$ cat src/hdl/rle_pkg.sv
`timescale 1ns / 1ps

package rle_pkg;

    // Cluster geometry and field widths.
    localparam int C_NODES      = 16;
    localparam int C_ID_W       = $clog2(C_NODES);
    localparam int C_SIZE_W     = $clog2(C_NODES + 1);
    localparam int C_TERM_W     = 32;
    localparam int C_WAIT_W     = 9;
    localparam int C_LIMIT_W    = 9;
    localparam int C_REMAIN_W   = 10;
    localparam int C_PERIOD_W   = 8;
    localparam int C_LFSR_W     = 16;
    localparam int C_CFG_IDX_W  = 3;
    localparam int C_CFG_DATA_W = 16;

    localparam logic [C_LFSR_W-1:0] C_LFSR_TAPS = 16'hB400;

    // Reset values of the configuration registers.
    localparam logic [C_ID_W-1:0]     C_RST_OWN_ID   = 4'd0;
    localparam logic [C_SIZE_W-1:0]   C_RST_CLUSTER  = 5'd3;
    localparam logic [C_PERIOD_W-1:0] C_RST_HB_PER   = 8'd5;
    localparam logic [C_PERIOD_W-1:0] C_RST_RV_PER   = 8'd5;
    localparam logic [C_PERIOD_W-1:0] C_RST_BASE     = 8'd10;
    localparam logic [C_LFSR_W-1:0]   C_RST_SEED     = 16'd44257;

    // Configuration register indexes.
    localparam logic [C_CFG_IDX_W-1:0] CFG_OWN_ID       = 3'd0;
    localparam logic [C_CFG_IDX_W-1:0] CFG_CLUSTER_SIZE = 3'd1;
    localparam logic [C_CFG_IDX_W-1:0] CFG_HB_PERIOD    = 3'd2;
    localparam logic [C_CFG_IDX_W-1:0] CFG_RV_PERIOD    = 3'd3;
    localparam logic [C_CFG_IDX_W-1:0] CFG_ELECT_BASE   = 3'd4;
    localparam logic [C_CFG_IDX_W-1:0] CFG_RANDOM_SEED  = 3'd5;

    // Received operations.
    localparam logic [2:0] OP_HEARTBEAT = 3'd0;
    localparam logic [2:0] OP_VOTE_REQ  = 3'd1;
    localparam logic [2:0] OP_VOTE      = 3'd2;
    localparam logic [2:0] OP_ACK       = 3'd3;
    localparam logic [2:0] OP_TICK      = 3'd4;

    // Sent message kinds.
    localparam logic [1:0] KIND_ACK  = 2'd0;
    localparam logic [1:0] KIND_VOTE = 2'd1;
    localparam logic [1:0] KIND_REQ  = 2'd2;
    localparam logic [1:0] KIND_HB   = 2'd3;

    // Node roles.
    localparam logic [1:0] ROLE_FOLLOWER  = 2'd0;
    localparam logic [1:0] ROLE_CANDIDATE = 2'd1;
    localparam logic [1:0] ROLE_LEADER    = 2'd2;

    typedef struct packed {
        logic [2:0]          operation;
        logic [C_ID_W-1:0]   sender_id;
        logic [C_TERM_W-1:0] msg_term;
    } t_in_item;

    typedef struct packed {
        logic [1:0]          send_kind;
        logic [C_ID_W-1:0]   dest_id;
        logic [C_TERM_W-1:0] send_term;
        logic [1:0]          node_role;
        logic                last_of_run;
    } t_out_item;

    // Commands from the controller to the datapath.
    typedef struct packed {
        logic capture;
        logic execute;
        logic pop;
    } t_dp_cmd;

    // Status from the datapath to the controller.
    typedef struct packed {
        logic pending;
        logic last;
        logic out_free;
    } t_dp_sts;

endpackage

$ cat src/hdl/raft_leader_election_node.sv
// An accepted beat is captured, the node state is updated in the next cycle, and the
// first result is moved into the output register once the output slot is free.
// The input stays stalled until every result of the item has left; results leave one
// per cycle from the destination mask while the output register is not stalled.
// Reset is synchronous and active low: configuration returns to its defaults, the node
// becomes a follower at term zero, and the LFSR is loaded with the default seed.
`timescale 1ns / 1ps

module raft_leader_election_node
    import rle_pkg::*;
(
    input  logic                    i_clk,
    input  logic                    i_rst_n,
    input  logic                    i_in_valid,
    output logic                    o_in_stall,
    input  t_in_item                i_in_data,
    output logic                    o_out_valid,
    input  logic                    i_out_stall,
    output t_out_item               o_out_data,
    input  logic                    i_cfg_valid,
    output logic                    o_cfg_ready,
    input  logic [C_CFG_IDX_W-1:0]  i_cfg_index,
    input  logic [C_CFG_DATA_W-1:0] i_cfg_data
);

    t_dp_cmd dp_cmd;
    t_dp_sts dp_sts;

    // Configuration writes are taken in any cycle.
    assign o_cfg_ready = 1'b1;

    // Sequencer for capture, update and result beats.
    rle_ctrl u_ctrl (
        .i_clk      (i_clk),
        .i_rst_n    (i_rst_n),
        .i_in_valid (i_in_valid),
        .o_in_stall (o_in_stall),
        .o_cmd      (dp_cmd),
        .i_sts      (dp_sts)
    );

    // Election state, timeout randomizer and result generation.
    rle_dpath u_dpath (
        .i_clk       (i_clk),
        .i_rst_n     (i_rst_n),
        .i_in_data   (i_in_data),
        .i_cfg_valid (i_cfg_valid),
        .i_cfg_index (i_cfg_index),
        .i_cfg_data  (i_cfg_data),
        .i_out_stall (i_out_stall),
        .o_out_valid (o_out_valid),
        .o_out_data  (o_out_data),
        .i_cmd       (dp_cmd),
        .o_sts       (dp_sts)
    );

endmodule

$ cat src/hdl/rle_ctrl.sv
`timescale 1ns / 1ps

module rle_ctrl
    import rle_pkg::*;
(
    input  logic    i_clk,
    input  logic    i_rst_n,
    input  logic    i_in_valid,
    output logic    o_in_stall,
    output t_dp_cmd o_cmd,
    input  t_dp_sts i_sts
);

    typedef enum logic [2:0] {
        ST_IDLE = 3'b001,
        ST_EXEC = 3'b010,
        ST_SEND = 3'b100
    } t_state;

    t_state r_state, n_state;

    // Next state and datapath commands.
    always_comb begin
        n_state = r_state;
        o_cmd   = '0;
        unique case (r_state)
            ST_IDLE: begin
                if (i_in_valid) begin
                    o_cmd.capture = 1'b1;
                    n_state       = ST_EXEC;
                end
            end
            ST_EXEC: begin
                o_cmd.execute = 1'b1;
                n_state       = ST_SEND;
            end
            ST_SEND: begin
                if (!i_sts.pending) begin
                    n_state = ST_IDLE;
                end else if (i_sts.out_free) begin
                    o_cmd.pop = 1'b1;
                    if (i_sts.last) begin
                        n_state = ST_IDLE;
                    end
                end
            end
            default: begin
                n_state = ST_IDLE;
            end
        endcase
    end

    // State register.
    always_ff @(posedge i_clk) begin
        if (!i_rst_n) begin
            r_state <= ST_IDLE;
        end else begin
            r_state <= n_state;
        end
    end

    assign o_in_stall = (r_state != ST_IDLE);

    // An update cycle only ever follows an accepted beat.
    a_exec_after_accept: assert property (@(posedge i_clk) disable iff (!i_rst_n)
        (r_state == ST_EXEC) |-> $past(i_in_valid && r_state == ST_IDLE))
        else $error("update cycle without an accepted beat");

    // A result is only moved when one is pending and the output slot is free.
    a_pop_legal: assert property (@(posedge i_clk) disable iff (!i_rst_n)
        o_cmd.pop |-> (i_sts.pending && i_sts.out_free))
        else $error("result moved without a pending destination or free slot");

    // The controller is always in exactly one state.
    a_state_onehot: assert property (@(posedge i_clk) disable iff (!i_rst_n)
        $onehot(r_state))
        else $error("controller state is not one-hot");

endmodule

$ cat src/hdl/rle_dpath.sv
`timescale 1ns / 1ps

module rle_dpath
    import rle_pkg::*;
(
    input  logic                    i_clk,
    input  logic                    i_rst_n,
    input  t_in_item                i_in_data,
    input  logic                    i_cfg_valid,
    input  logic [C_CFG_IDX_W-1:0]  i_cfg_index,
    input  logic [C_CFG_DATA_W-1:0] i_cfg_data,
    input  logic                    i_out_stall,
    output logic                    o_out_valid,
    output t_out_item               o_out_data,
    input  t_dp_cmd                 i_cmd,
    output t_dp_sts                 o_sts
);

    // Configuration registers.
    logic [C_ID_W-1:0]     r_own_id;
    logic [C_SIZE_W-1:0]   r_cluster_size;
    logic [C_PERIOD_W-1:0] r_hb_period;
    logic [C_PERIOD_W-1:0] r_rv_period;
    logic [C_PERIOD_W-1:0] r_elect_base;

    // Captured input item.
    logic [2:0]            r_op;
    logic [C_ID_W-1:0]     r_sender;
    logic [C_TERM_W-1:0]   r_msg_term;

    // Election state.
    logic [1:0]            r_role,        n_role;
    logic [C_TERM_W-1:0]   r_term,        n_term;
    logic                  r_voted_valid, n_voted_valid;
    logic [C_ID_W-1:0]     r_voted_node,  n_voted_node;
    logic [C_NODES-1:0]    r_bitmap,      n_bitmap;
    logic [C_SIZE_W-1:0]   r_vote_cnt,    n_vote_cnt;
    logic [C_WAIT_W-1:0]   r_wait,        n_wait;
    logic [C_REMAIN_W-1:0] r_remain,      n_remain;
    logic [C_LIMIT_W-1:0]  r_limit,       n_limit;
    logic                  r_woken,       n_woken;
    logic [C_LFSR_W-1:0]   r_lfsr,        n_lfsr;

    // Pending destinations of the current run and their message kind.
    logic [C_NODES-1:0]    r_mask,        n_mask;
    logic [1:0]            r_kind,        n_kind;

    // Output register.
    logic                  r_out_valid;
    t_out_item             r_out_data;

    // Shared helper values.
    logic [C_PERIOD_W-1:0]            base_nz, rv_nz, hb_nz;
    logic [C_LFSR_W-1:0]              lfsr_step;
    logic [C_LFSR_W+C_PERIOD_W-1:0]   scale_prod;
    logic [C_LIMIT_W-1:0]             new_limit;
    logic [C_WAIT_W-1:0]              wait_inc;
    logic                             term_gt, term_eq;
    logic [C_NODES-1:0]               mask_rest;
    logic [C_ID_W-1:0]                low_dest;

    function automatic logic majority(input logic [C_SIZE_W-1:0] cnt,
                                      input logic [C_SIZE_W-1:0] size);
        return {cnt, 1'b0} > {1'b0, size};
    endfunction

    function automatic logic [C_PERIOD_W-1:0] non_zero(input logic [C_PERIOD_W-1:0] v);
        return (v == '0) ? C_PERIOD_W'(1) : v;
    endfunction

    assign base_nz = non_zero(r_elect_base);
    assign rv_nz   = non_zero(r_rv_period);
    assign hb_nz   = non_zero(r_hb_period);

    // One Galois LFSR step and the randomized timeout scaled from it.
    assign lfsr_step  = (r_lfsr >> 1) ^ (r_lfsr[0] ? C_LFSR_TAPS : '0);
    assign scale_prod = lfsr_step * base_nz;
    assign new_limit  = {1'b0, base_nz} + {1'b0, scale_prod[C_LFSR_W +: C_PERIOD_W]};

    assign wait_inc = (r_wait == '1) ? r_wait : r_wait + C_WAIT_W'(1);
    assign term_gt  = (r_msg_term > r_term);
    assign term_eq  = (r_msg_term == r_term);

    // State update for one item.
    always_comb begin
        logic                  do_adopt;
        logic                  do_eval;
        logic                  do_start;
        logic                  do_lead;
        logic                  do_bcast;
        logic [1:0]            bkind;
        logic [C_SIZE_W-1:0]   cnt_new;
        logic [C_WAIT_W-1:0]   round_len;
        logic [C_REMAIN_W-1:0] rem_next;

        n_role        = r_role;
        n_term        = r_term;
        n_voted_valid = r_voted_valid;
        n_voted_node  = r_voted_node;
        n_bitmap      = r_bitmap;
        n_vote_cnt    = r_vote_cnt;
        n_wait        = r_wait;
        n_remain      = r_remain;
        n_limit       = r_limit;
        n_woken       = r_woken;
        n_lfsr        = r_lfsr;
        n_mask        = '0;
        n_kind        = r_kind;
        do_eval       = 1'b0;
        do_start      = 1'b0;
        do_lead       = 1'b0;
        do_bcast      = 1'b0;
        bkind         = KIND_HB;
        cnt_new       = r_vote_cnt + C_SIZE_W'(!r_bitmap[r_sender]);
        round_len     = '0;
        rem_next      = r_remain - {2'b00, rv_nz};

        do_adopt = ((r_op == OP_HEARTBEAT) && (term_gt || term_eq)) ||
                   (((r_op == OP_VOTE_REQ) || (r_op == OP_VOTE)) && term_gt);

        // A newer term or equal-term heartbeat: follower with no vote cast.
        if (do_adopt) begin
            n_term        = r_msg_term;
            n_voted_valid = 1'b0;
            n_voted_node  = '0;
            n_bitmap      = '0;
            n_vote_cnt    = '0;
            n_role        = ROLE_FOLLOWER;
            n_wait        = '0;
            n_woken       = 1'b0;
            n_remain      = '0;
        end

        unique case (r_op)
            OP_HEARTBEAT: begin
                if (do_adopt) begin
                    n_mask = C_NODES'(1) << r_sender;
                    n_kind = KIND_ACK;
                end
            end
            OP_VOTE_REQ: begin
                if (term_gt || (term_eq && (!r_voted_valid || r_voted_node == r_sender))) begin
                    n_voted_valid = 1'b1;
                    n_voted_node  = r_sender;
                    n_role        = ROLE_FOLLOWER;
                    n_wait        = '0;
                    n_woken       = 1'b0;
                    n_remain      = '0;
                    n_mask        = C_NODES'(1) << r_sender;
                    n_kind        = KIND_VOTE;
                end
            end
            OP_VOTE: begin
                if (!term_gt && term_eq && r_role == ROLE_CANDIDATE) begin
                    n_bitmap   = r_bitmap | (C_NODES'(1) << r_sender);
                    n_vote_cnt = cnt_new;
                    if (majority(cnt_new, r_cluster_size)) begin
                        n_woken = 1'b1;
                    end
                end
            end
            OP_TICK: begin
                n_wait = wait_inc;
                if (r_role == ROLE_FOLLOWER) begin
                    if (wait_inc >= r_limit) begin
                        do_start = 1'b1;
                    end
                end else if (r_role == ROLE_CANDIDATE) begin
                    if (r_woken || r_remain[C_REMAIN_W-1] || r_remain == '0) begin
                        do_eval = 1'b1;
                    end else begin
                        round_len = ({2'b00, rv_nz} > r_remain) ?
                                    r_remain[C_WAIT_W-1:0] : {1'b0, rv_nz};
                        if (wait_inc >= round_len) begin
                            if (rem_next[C_REMAIN_W-1] || rem_next == '0) begin
                                do_eval = 1'b1;
                            end else begin
                                n_remain = rem_next;
                                n_wait   = '0;
                                do_bcast = 1'b1;
                                bkind    = KIND_REQ;
                            end
                        end
                    end
                end else begin
                    if (wait_inc >= {1'b0, hb_nz}) begin
                        n_wait   = '0;
                        do_bcast = 1'b1;
                        bkind    = KIND_HB;
                    end
                end
            end
            default: begin
            end
        endcase

        // Election outcome: leader on a majority, otherwise a fresh election.
        if (do_eval) begin
            if (majority(r_vote_cnt, r_cluster_size)) begin
                do_lead = 1'b1;
            end else begin
                do_start = 1'b1;
            end
        end

        // Start an election with a new randomized timeout and the next term.
        if (do_start) begin
            n_lfsr        = lfsr_step;
            n_limit       = new_limit;
            n_remain      = {1'b0, new_limit};
            n_term        = (r_term == '1) ? r_term : r_term + C_TERM_W'(1);
            n_bitmap      = C_NODES'(1) << r_own_id;
            n_vote_cnt    = C_SIZE_W'(1);
            n_role        = ROLE_CANDIDATE;
            n_voted_valid = 1'b1;
            n_voted_node  = r_own_id;
            n_woken       = 1'b0;
            n_wait        = '0;
            if (r_cluster_size <= C_SIZE_W'(1)) begin
                do_lead = 1'b1;
            end else begin
                do_bcast = 1'b1;
                bkind    = KIND_REQ;
            end
        end

        if (do_lead) begin
            n_role   = ROLE_LEADER;
            n_wait   = '0;
            n_woken  = 1'b0;
            do_bcast = 1'b1;
            bkind    = KIND_HB;
        end

        // Broadcast destinations: all cluster members but this node, and for
        // vote requests only those that have not voted yet.
        if (do_bcast) begin
            n_kind = bkind;
            for (int i = 0; i < C_NODES; i++) begin
                n_mask[i] = (C_SIZE_W'(i) < r_cluster_size) && (C_ID_W'(i) != r_own_id) &&
                            !((bkind == KIND_REQ) && n_bitmap[i]);
            end
        end
    end

    // Lowest pending destination goes out first.
    always_comb begin
        low_dest = '0;
        for (int i = C_NODES - 1; i >= 0; i--) begin
            if (r_mask[i]) begin
                low_dest = C_ID_W'(i);
            end
        end
    end

    assign mask_rest = r_mask & (r_mask - C_NODES'(1));

    assign o_sts.pending  = (r_mask != '0);
    assign o_sts.last     = (mask_rest == '0);
    assign o_sts.out_free = !r_out_valid || !i_out_stall;

    // Configuration, state and run registers.
    always_ff @(posedge i_clk) begin
        if (!i_rst_n) begin
            r_own_id       <= C_RST_OWN_ID;
            r_cluster_size <= C_RST_CLUSTER;
            r_hb_period    <= C_RST_HB_PER;
            r_rv_period    <= C_RST_RV_PER;
            r_elect_base   <= C_RST_BASE;
            r_role         <= ROLE_FOLLOWER;
            r_term         <= '0;
            r_voted_valid  <= 1'b0;
            r_voted_node   <= '0;
            r_bitmap       <= '0;
            r_vote_cnt     <= '0;
            r_wait         <= '0;
            r_remain       <= '0;
            r_limit        <= {1'b0, C_RST_BASE};
            r_woken        <= 1'b0;
            r_mask         <= '0;
            r_kind         <= KIND_ACK;
        end else begin
            if (i_cfg_valid) begin
                unique case (i_cfg_index)
                    CFG_OWN_ID:       r_own_id       <= i_cfg_data[C_ID_W-1:0];
                    CFG_CLUSTER_SIZE: r_cluster_size <= i_cfg_data[C_SIZE_W-1:0];
                    CFG_HB_PERIOD:    r_hb_period    <= i_cfg_data[C_PERIOD_W-1:0];
                    CFG_RV_PERIOD:    r_rv_period    <= i_cfg_data[C_PERIOD_W-1:0];
                    CFG_ELECT_BASE:   r_elect_base   <= i_cfg_data[C_PERIOD_W-1:0];
                    default: begin
                    end
                endcase
            end
            if (i_cmd.execute) begin
                r_role        <= n_role;
                r_term        <= n_term;
                r_voted_valid <= n_voted_valid;
                r_voted_node  <= n_voted_node;
                r_bitmap      <= n_bitmap;
                r_vote_cnt    <= n_vote_cnt;
                r_wait        <= n_wait;
                r_remain      <= n_remain;
                r_limit       <= n_limit;
                r_woken       <= n_woken;
                r_mask        <= n_mask;
                r_kind        <= n_kind;
            end else if (i_cmd.pop) begin
                r_mask <= mask_rest;
            end
        end
    end

    // Timeout LFSR: a seed write reloads it, an election steps it.
    always_ff @(posedge i_clk) begin
        if (!i_rst_n) begin
            r_lfsr <= C_RST_SEED;
        end else if (i_cfg_valid && (i_cfg_index == CFG_RANDOM_SEED)) begin
            r_lfsr <= (i_cfg_data[C_LFSR_W-1:0] == '0) ?
                      C_LFSR_W'(1) : i_cfg_data[C_LFSR_W-1:0];
        end else if (i_cmd.execute) begin
            r_lfsr <= n_lfsr;
        end
    end

    // Input capture.
    always_ff @(posedge i_clk) begin
        if (i_cmd.capture) begin
            r_op       <= i_in_data.operation;
            r_sender   <= i_in_data.sender_id;
            r_msg_term <= i_in_data.msg_term;
        end
    end

    // Output register: one result beat per pop, held while stalled.
    always_ff @(posedge i_clk) begin
        if (!i_rst_n) begin
            r_out_valid <= 1'b0;
        end else if (i_cmd.pop) begin
            r_out_valid <= 1'b1;
        end else if (!i_out_stall) begin
            r_out_valid <= 1'b0;
        end
    end

    always_ff @(posedge i_clk) begin
        if (i_cmd.pop) begin
            r_out_data.send_kind   <= r_kind;
            r_out_data.dest_id     <= low_dest;
            r_out_data.send_term   <= r_term;
            r_out_data.node_role   <= r_role;
            r_out_data.last_of_run <= (mask_rest == '0);
        end
    end

    assign o_out_valid = r_out_valid;
    assign o_out_data  = r_out_data;

    // The vote count tracks the bitmap of votes received.
    a_count_matches: assert property (@(posedge i_clk) disable iff (!i_rst_n)
        r_vote_cnt == C_SIZE_W'($countones(r_bitmap)))
        else $error("vote count out of step with voter bitmap");

    // The timeout LFSR never locks up at zero.
    a_lfsr_nonzero: assert property (@(posedge i_clk) disable iff (!i_rst_n)
        r_lfsr != '0)
        else $error("timeout LFSR reached zero");

    // The final result of a run leaves nothing pending.
    a_run_ends: assert property (@(posedge i_clk) disable iff (!i_rst_n)
        (i_cmd.pop && o_sts.last) |=> !o_sts.pending)
        else $error("destinations left after the final result");

endmodule

$ cat config.mk
export PLATFORM = sky130hd
export DESIGN_NAME = raft_leader_election_node
export DESIGN_NICKNAME = d
export VERILOG_FILES = /design/src/hdl/rle_pkg.sv /design/src/hdl/raft_leader_election_node.sv /design/src/hdl/rle_ctrl.sv /design/src/hdl/rle_dpath.sv
export SDC_FILE = /design/constraint.sdc
export NUM_CORES = 1
export LEC_CHECK = 0
export ABC_AREA = 1
export BUFFER_PORTS_ARGS = -buffer_cell sky130_fd_sc_hd__buf_2
export CORE_UTILIZATION = 30
export DETAILED_ROUTE_END_ITERATION = 8
export PLACE_DENSITY_LB_ADDON = 0.2
export REMOVE_ABC_BUFFERS = 1
export SLEW_MARGIN = 0
export SYNTH_ARGS = -nofsm -noshare
export SYNTH_HDL_FRONTEND = slang
export SYNTH_SLANG_ARGS = --single-unit
export TNS_END_PERCENT = 30
$ cat constraint.sdc
create_clock -name i_clk -period 6.6 [get_ports i_clk]
set_input_delay 1.32 -clock i_clk [delete_from_list [all_inputs] [get_ports i_clk]]
set_output_delay 1.32 -clock i_clk [all_outputs]
set_load 0.02 [all_outputs]
==> impl_results.md <==
* Async SR Flop Fraction at 0
* Total Neg Setup Slack at 0 ns
* Fraction of synthesized cell area in xor and xnor cells at 0.0202
* Leading register cell type out of synthesis: dfxtp_1
* Vias in the first global route at roughly 17000
* Part of the power in combinational logic at 0.209
* CTS Buffer Depth at 3
* Post-route ant nets at 0
* Estimated wirelength of the detail-placed design at ~42 mm
* Layout overhead on the synthesized area at 13.0%
* Die Width at 251 um
* Number of CTS-inserted buffers at 30
* Type of origin of the critical path: flip-flop
* Site row count at 90
* Max H-tree Level at 1
* Fraction of layout instances using a drive strength above 1 at 0.100
* Clock sinks at 240
* R2r worst-path depth at 34
* CTS tree: yes
* Clock Skew at between 0.01 and 0.015 ns
* Share of synthesized cell area in and, or, nand and nor gates at 0.228
* Via count at between 15000 and 20000
* Outcome: finished, violations left
* Max Cap Viol at 1
* DRC errors left at 0
* Worst Path Required at between 7 and 8 ns
* Compound-gate portion of the synthesized area at 0.154
* Setup repair after global routing missed its margin: false
* Share of synthesized area occupied by flip-flops and latches at 0.301
* End of the critical path: u_dpath.r_remain[8]
* First drt pass iteration count at 5
* Antenna violations before repair at 1
* Clock network fraction of total power at 0.403
* Mux cell area share after synthesis at 0
* Count of distinct cell types in the synthesized netlist at 59
* Fmax at between 150 and 200 MHz
* Synth Area in Adders at 0.177
* Average routed wire per standard cell at approximately 16 um
* Highest fanout seen on the critical path at 10
* Share of total power in sequential cells at 0.388
* Commonest cells after routing, fill and taps aside: nand2_1, inv_1, a21oi_1, o21ai_0, nor2_1
* Clk Latency, worst-skew pair at roughly 0.6 ns
* Period utilisation layout at 0.927
* Kind of cell adding the most delay to the critical path: adder cells
* Endpoints failing setup at 0
* Largest family of logic cells by synthesized area: simple AND/OR/NAND/NOR gates
* Leak at 9.99 nW
* Clock transition at the register clock pins on the worst setup and hold paths after CTS at around 0.060 ns
* Starting Density at 0.306
* Synth warnings at 0
* Vias per Instance at approximately 4.9
* Mapped cell area at 18600 sq um
* Reg-to-reg setup timing slack at 0.48 ns
* P per Cell Area at ~200 nW/um^2
* All-Layer GR Usage at 0.177
* Worst voltage drop across the vdd grid at ~0.16 mV
* Worst min-delay path class: flip-flop to flip-flop
* Worst Setup Path Type: flip-flop to flip-flop
* Crit path max-delay cell type: fa_1
* Clk Tree Root Cell: clkbuf_16
* Number of buffers and inverters on the critical path at 7
* Post-synthesis instance total at roughly 2600
* Total internal power at approximately 0.0029 W
* Post-route core utilization at 0.346
* Switching share of power at 0.309
* Relative slew margins at 0.00718
* Final Hold Fails at 0
* Maximum number of pins on one net before global-route repair at 80
* Vertical extent of the die at ~250 um
* Total of flip-flops plus latches after synthesis at between 200 and 250
* Global-route wire length before repair at around 90 mm
* Critical path capture point type: flip-flop
* Violated checks: capacitance limit
* Switching power at approximately 0.0013 W
* CP Depth at 34
* Final nets at 2920
* Critical path's largest stage delay at 0.55 ns
* Commonest non-fill, non-tap cell in the layout: nand2_1
* Initial DRC Count at roughly 970
* Actual transition at the worst max-transition pin at roughly 1.5 ns
* Count of pins over their slew limit at 0
* Timing startpoint of the critical path: u_dpath.r_lfsr[0]
* Floorplan core area at between 60000 and 70000 sq um
* Buffers added on ports at approximately 110
* Antenna diode count at 0
* Post-synthesis area per instance at 7.24 sq um
* Post-layout min period at around 6 ns
* Worst reg2reg endpoint: u_dpath.r_remain[8]
* Last weighted congestion value of the routability-driven placer at about 0.9
* Sum of routed wire length over all layers at 56.3 mm
* Most repeated library cell on the critical path: inv_1
* Reg-to-reg critical path startpoint: u_dpath.r_lfsr[0]
* I/O pins at between 100 and 150
* Aggregate global routing overflow at 0
* Hold_ws at 0.435 ns
* Number of synthesized flops with an enable pin at 80
* Die area at between 60000 and 70000 sq um
* Critical path data arrival time at approximately 6.6 ns
worst register-to-register path, delay by kind of cell (launching register included):
| family | cells | cell delay, ns |
|---|---|---|
| flip-flops | 1 | 0.37 |
| XOR/XNOR | 1 | 0.15 |
| AO/OA/AOI/OAI | 9 | 1.17 |
| AND/OR/NAND/NOR | 10 | 1.06 |
| adder cells (fa/ha/maj) | 7 | 2.79 |
| buffers and inverters | 7 | 0.39 |
area by class of cell:
class                   instances  area, sq um
flip-flops and latches        240         5620
multi-input cells            1769        10800
fillers                      6533        39800
repair buffers                148          863
clock inverters                11          126
clock buffers                  42          886
well taps                     782          978
inverters                     456         1710
synthesized netlist by cell type (3+ instances only):
cell       count  area share
a221oi_1       4      0.0019
nand3_1      103       0.028
buf_6          7      0.0042
o21a_1         8      0.0032
o21ai_0      192       0.052
nor2_1       171       0.034
nor4_1        14      0.0047
o2111ai_1      4      0.0019
nand2_2        9      0.0030
a21oi_1      192       0.052
fa_1          85       0.091
a211oi_2       5      0.0034
xnor2_1        9      0.0042
nand3_2        4      0.0022
xor2_1        34       0.016
o22ai_1        6      0.0020
clkbuf_1      78       0.016
nand2_4        3      0.0018
o31ai_1        6      0.0024
nand3b_1       5      0.0020
o221ai_1       5      0.0024
buf_4          8      0.0032
nor3_2         3      0.0016
buf_2          9      0.0024
o21ai_1       34      0.0091
dfxtp_1      160        0.17
a211oi_1       3      0.0012
a31oi_1       16      0.0054
edfxtp_1      80        0.13
o211ai_1      21      0.0085
clkinv_1       6      0.0012
o21bai_1       6      0.0024
nand4_1       39       0.013
inv_1        442       0.089
buf_1          6      0.0012
a21o_1         5      0.0020
nand2_1      590        0.12
ha_1         127       0.085
inv_2          8      0.0016
or2_2          9      0.0030
nor3_1        33      0.0089
how the worst min path moves through the flow:
| stage | to | start | slack (ns) | depth (start not counted) |
|---|---|---|---|---|
| after floorplan | u_dpath.o_out_data[40] | u_dpath.r_kind[1] | 0.40 | 0 |
| after global placement | u_dpath.o_out_data[40] | u_dpath.r_kind[1] | 0.42 | 0 |
| after detailed placement | u_dpath.o_out_data[40] | u_dpath.r_kind[1] | 0.42 | 0 |
| after CTS | u_dpath.o_out_data[40] | u_dpath.r_kind[1] | 0.44 | 0 |
| after global routing | u_dpath.o_out_data[40] | u_dpath.r_kind[1] | 0.45 | 0 |
| final | u_dpath.o_out_data[40] | u_dpath.r_kind[1] | 0.44 | 0 |
state kept, by name, summed over array words and instances (netlist names):
register and cells:
u_ctrl.r_state 3, u_dpath.o_out_data 41, u_dpath.o_out_valid 1, u_dpath.r_bitmap 16
u_dpath.r_cluster_size 5, u_dpath.r_elect_base 8, u_dpath.r_hb_period 8, u_dpath.r_kind 2
u_dpath.r_lfsr 16, u_dpath.r_limit 9, u_dpath.r_mask 16, u_dpath.r_msg_term 32
u_dpath.r_op 3, u_dpath.r_own_id 4, u_dpath.r_remain 10, u_dpath.r_role 2
u_dpath.r_rv_period 8, u_dpath.r_sender 4, u_dpath.r_term 32, u_dpath.r_vote_cnt 5
u_dpath.r_voted_node 4, u_dpath.r_voted_valid 1, u_dpath.r_wait 9, u_dpath.r_woken 1
stage by stage:
| step | cells | worst slack, ns | area [sq um] | total power [W] |
|---|---|---|---|---|
| 6_report | 3448 | 0.480 | 21000 | 0.00419 |
| 5_1_grt | 3448 | 0.00601 | 21000 | 0.00443 |
| 4_1_cts | 3447 | 0.0171 | 21000 | 0.00424 |
| 3_5_place_dp | 3394 | 0.0485 | 20000 | 0.00253 |
| 3_3_place_gp | 3394 | 0.161 | 20000 | 0.00252 |
| 2_1_floorplan | 2465 | 0.495 | 18100 | 0.00223 |
power by group through the flow:
stage	clock network [W]	logic, W	registers (W)
floorplan	0	0.000586	0.00164
global placement	0	0.000865	0.00166
detailed placement	0	0.000869	0.00166
CTS	0.00174	0.000876	0.00163
global route	0.00179	0.00101	0.00163
finish	0.00169	0.000877	0.00163
per-layer routing:
layer  up-vias  track usage  part of all wire
met5         -            0           0.00020
met4         2       0.0599             0.032
met2       466        0.292              0.46
li1       8475            -                 -
met3       105       0.0233             0.054
met1      7960        0.238              0.46
cells by family after synthesis:
logic type | count (synthesis)
flops | 240
simple gates | 994
fa+ha+maj | 212
buf+inv | 564
compound gates | 518
xor+xnor | 43
other cells | 1
timing repair:
| item | CTS | global route |
|---|---|---|
| endpoints found under the setup margin | 0 | 6 |
| hold buffers | 0 | 0 |
| setup buffers | 0 | 1 |
| resized for setup | 0 | 21 |
| endpoints found under the hold margin | 0 | 0 |
Note: power is estimated with default switching activity, not from simulation.
